`src/rtl/gmin_pkg.sv`:
```
// Package: shared constants and types for the greedy node-order block.
`timescale 1ns / 1ps
package gmin_pkg;
  localparam int DefMaxNodes = 64;
  localparam int DefMaxEdges = 256;
  localparam int DefWeightBits = 20;
  localparam int ArcModulus = 100000;

  typedef enum logic [0:0] {
    CMD_LOAD    = 1'b0,
    CMD_COMPUTE = 1'b1
  } cmd_t;

  typedef enum logic [3:0] {
    ST_IDLE,
    ST_INIT,
    ST_SUM_RD,
    ST_SUM_NODE,
    ST_SUM_WR,
    ST_SCAN,
    ST_SCAN_END,
    ST_EMIT,
    ST_UPD_RD,
    ST_UPD_DIV,
    ST_UPD_MOD,
    ST_UPD_WR,
    ST_DONE
  } back_state_t;

  // Queue entry passed from the front part to the back part.
  typedef struct packed {
    logic       compute;
    logic [5:0] src;
    logic [5:0] dst;
    logic [19:0] wt;
  } req_t;
endpackage

```
`src/rtl/gmin_front.sv`:
```
// Front part: accepts requests and holds them in a short queue.
`timescale 1ns / 1ps
module gmin_front (
  input  logic           clk,
  input  logic           rst,
  input  logic           in_valid,
  output logic           in_ready,
  input  gmin_pkg::req_t in_req,
  output logic           q_valid,
  input  logic           q_ready,
  output gmin_pkg::req_t q_req
);
  import gmin_pkg::*;

  req_t       slot [2];
  logic       wr_ptr;
  logic       rd_ptr;
  logic [1:0] fill;
  logic       push;
  logic       pop;

  assign in_ready = (fill != 2'd2);
  assign q_valid  = (fill != 2'd0);
  assign q_req    = slot[rd_ptr];
  assign push     = in_valid && in_ready;
  assign pop      = q_valid && q_ready;

  always_ff @(posedge clk) begin
    if (push) begin
      slot[wr_ptr] <= in_req;
    end
    if (rst) begin
      wr_ptr <= 1'b0;
      rd_ptr <= 1'b0;
      fill   <= 2'd0;
    end else begin
      if (push) wr_ptr <= ~wr_ptr;
      if (pop) rd_ptr <= ~rd_ptr;
      fill <= fill + {1'b0, push} - {1'b0, pop};
    end
  end

`ifndef ASSERT_OFF
  a_fill: assert property (@(posedge clk) disable iff (rst) fill <= 2'd2)
    else $error("queue fill out of range");
  a_pop: assert property (@(posedge clk) disable iff (rst) pop |-> fill != 2'd0)
    else $error("pop from empty queue");
  a_push: assert property (@(posedge clk) disable iff (rst)
    (fill == 2'd2) |-> !push) else $error("push into full queue");
`endif
endmodule

```
`config.mk`:
```
export PLATFORM = sky130hd
export DESIGN_NAME = gmin_front
export DESIGN_NICKNAME = d
export VERILOG_FILES = /design/src/rtl/gmin_pkg.sv /design/src/rtl/gmin_front.sv
export SDC_FILE = /design/constraint.sdc
export NUM_CORES = 1
export LEC_CHECK = 0
export BUFFER_PORTS_ARGS = -buffer_cell sky130_fd_sc_hd__buf_2
export CORE_UTILIZATION = 40
export CTS_CLUSTER_SIZE = 14
export DETAILED_ROUTE_END_ITERATION = 6
export PLACE_DENSITY = 0.73
export SYNTH_ARGS = -nofsm -noshare
export SYNTH_HDL_FRONTEND = slang
export SYNTH_SLANG_ARGS = --single-unit
```
`constraint.sdc`:
```
create_clock -name clk -period 2.15 [get_ports clk]
set_input_delay 0.3225 -clock clk [delete_from_list [all_inputs] [get_ports clk]]
set_output_delay 0.3225 -clock clk [all_outputs]
set_load 0.02 [all_outputs]
```
==> summary.txt <==
Die
  • Die Footprint: just over 7000 sq um
  • Core Box Area: 6490 sq um
  • Boundary Pins: 72
  • Number of rows created at floorplan: 29
  • Initial Utilization: a little over two fifths
  • Horiz. Die Dim: 84.9 um
  • Vertical extent of the die: between 80 and 90 um

Status
  • Failing checks: DRC
  • Run status: finished, violations left

Worst hold path
  • Min-Delay Path Class: in2reg

Global route
  • Total global routing overflow: 0
  • Number of global-route vias before repair: around 1400
  • Layer carrying the most global-route usage: met2
  • Grt met1 use: approximately 14%
  • Wire length of the first global-routing pass: just under 7 mm
  • Met3 demand-to-capacity share in global routing: under 10%
  • Pin count of the biggest net entering global routing: 34
  • Initial antenna violation count: 0
  • Met2 global-route usage: ~22%
  • Overall routing resource usage: roughly an eighth

Power and ir drop
  • Proportion of total power due to net switching: 30.1%
  • Power density of the placed cells: around 1100 nW/um^2
  • Static leakage power: ~0.0013 uW
  • Sw Pwr: around 1200 uW
  • Total power draw: a little under 4000 uW
  • Combinational share of power: between 30% and 40%
  • Peak VDD IR: ~610 uV
  • Internal Pwr Total: between 2000 and 3000 uW
  • Clock network fraction of total power: 21.8%
  • Proportion of power drawn by flip-flops and latches: between 40% and 50%

Timing
  • Unrepaired setup endpoints after global routing: no
  • Ratio of final minimum period to clock period: 90.4%
  • Highest clock frequency the design can meet: ~510 MHz
  • Final Slew Violations: 0
  • Final critical-path setup slack: 207 ps
  • Final setup viols: 0
  • Post-layout minimum cycle time: roughly 2000 ps
  • Final hold violations: 0
  • Total Negative Setup Slacks: 0 ps
  • Tightest Pin Transition: about 450 ps
  • Maximum clock skew at final layout: between 8 and 9 ps
  • Slew margin rel.: roughly 70%

Yosys
  • Sequential-to-total area share from yosys stat: between 70% and 80%
  • Yosys warning count: 0
  • Xor/xnor cell area share of the yosys netlist: 0.956%
  • Register bit total from synthesis: between 70 and 80
  • Combinational family with the most area after synthesis: multiplexers
  • Cell count after synthesis: ~130
  • Share of Yosys cell area claimed by the top area cell type: 72.1%
  • Biggest area consumer among synthesized cells: edfxtp_1
  • Leading cell types by total area after synthesis: edfxtp_1 72%, mux2_4 17%, dfxtp_1 3.6%, buf_6 1.6%, mux2_1 1.2%
  • Total nets after synthesis: roughly 170
  • Post-synthesis cell area: 2750 sq um
  • Multiplexer fraction of the synthesized cell area: between 10% and 20%
  • Fraction of the mapped netlist area in adder cells: 0.910%
  • Post-synth cell types: 16
  • Average size of a mapped cell: 21.6 sq um
  • Synth Area in Simple Gates: around 2.1%
  • Area fraction in compound gates after synthesis: less than 1%

Clock network
  • Clock buffer depth: 2
  • H-tree levels: 3
  • Hold_buf cts: 0
  • Number of instances resized during post-cts repair: 0
  • TritonCTS Buffers: 9
  • Number of sinks driven by the clock tree: approximately 70
  • Post-CTS Setup Inserts: 0
  • Clock slew seen by the registers of the worst setup and hold paths: around 70 ps
  • Clock insertion delay at the later pin of the skew report: between 300 and 400 ps
  • CTS tree: yes
  • Clock tree root driver cell: clkbuf_8

Layout
  • Leading cell types in the layout, fill and taps excluded: 71 x buf_2, 66 x edfxtp_1, 31 x mux2_4
  • Area growth from synthesis to final layout: 22.6%
  • Commonest non-fill, non-tap cell in the layout: buf_2
  • Share of final-layout standard cells stronger than drive strength 1: ~58%
  • Final standard cell utilization of the core: between 50% and 60%
  • Final net count: about 250
  • Antenna fix cells: 0
  • Filler-free cell count of the finished design: 290

Drt
  • Number of violations reported at the end of detailed-routing iteration 0: between 50 and 60
  • Total via count after detailed routing: around 1400
  • Length of the first detailed-routing pass in iterations: 6
  • Average wire per standard cell: roughly 15 um
  • Remaining antenna violation count after routing: 0
  • Detailed-route vias per instance: 4.72
  • Drt total wl: 4.40 mm
  • Number of DRC violations after detailed routing: 6

Setup path
  • CP Data Arrival Time: between 1500 and 2000 ps
  • Category of the worst setup path capture point: output port
  • Worst path bufs/invs: 2
  • Critical Path Start Type: flip-flop
  • Cell family contributing the most delay on the critical path: flip-flops
  • Largest fanout of any net on the critical path: 25
  • CP Data Required Time: approximately 1800 ps
  • Largest stage delay on the critical path: just over 500 ps
  • Category of the most critical setup path: reg2out
  • Cell-by-cell trace of the critical path: buf_12 > mux2_1 > buf_2
  • CP max-delay cell: dfxtp_2

Job
  • Max-cap violations: 0

Place
  • Setup slack after placement: approximately 550 ps
  • Port buffer count: just over 70
  • Final RePlAce weighted congestion: 0.666
  • Post-Place Cells: about 270
  • Half-perimeter wire length after placement: a little under 3 mm
-- through the flow --
step           cell area [sq um]  hold slack [ps]
6_report                    3370              189
5_1_grt                     3370              160
4_1_cts                     3370              167
3_5_place_dp                3210              514
3_3_place_gp                3210              494
2_1_floorplan               2750              394
-- logic make-up after synthesis --
| kind of cell | count (synthesis) |
|---|---|
| adder cells (fa/ha/maj) | 2 |
| AO/OA/AOI/OAI | 1 |
| flip-flops | 71 |
| AND/OR/NAND/NOR | 11 |
| XOR/XNOR | 3 |
| buffers and inverters | 5 |
| multiplexers | 34 |
-- Yosys cell counts, drive strengths merged --
| cell | instances |
|---|---|
| edfxtp | 66 |
| mux2 | 34 |
| dfxtp | 5 |
| nor2 | 5 |
| buf | 4 |
| ha | 2 |
| nor2b | 2 |
| xnor2 | 2 |
| and3 | 1 |
| inv | 1 |
| nand2 | 1 |
| nand2b | 1 |
| o21a | 1 |
| or2 | 1 |
| xor2 | 1 |
-- worst reg2reg max path: stages, from the launching register on --
cell      delay [ps]
dfxtp_1          370
nand2b_2         160
nand2_2          100
ha_1             280
inv_1             40
ha_1             170
xor2_1           160
xnor2_1          140
nor2_1            50
-- worst paths after layout --
path                                  from           to  slack [ps]  depth (start not counted)
worst max register to register     fill[0]      fill[1]         570                          8
worst min register to register      rd_ptr       rd_ptr         520                          2
worst max-delay path             flip-flop     q_req[0]         210                          3
worst min-delay path            in_req[29]  slot[0][29]         190                          1
-- area by class of cell --
type | count | area, sq um
sequential | 71 | 2080
clock inverter | 5 | 25.0
timing repair buffer | 74 | 403
inverter | 1 | 3.75
tap | 77 | 96.3
fill | 529 | 3130
multi-input combinational | 51 | 627
clock buffer | 11 | 131
-- registers in the layout, indices dropped and copies added, names as in the netlist, named ones only --
name    count
fill        2
rd_ptr      1
slot       66
wr_ptr      1
-- per-layer routing --
layer / vias to the layer above / share of wire (%)
li1: 650 / -
met3: 4 / 6.9
met4: 0 / 0.39
met2: 49 / 51
met5: - / 0
met1: 666 / 41
-- power groups by stage --
stage / combinational, uW / clock, uW / sequential, uW
floorplan: 933 / 0 / 1820
global placement: 1210 / 0 / 1850
detailed placement: 1220 / 0 / 1870
CTS: 1220 / 877 / 1840
global route: 1280 / 935 / 1850
finish: 1200 / 843 / 1830
(Power assumes the default switching activity.)
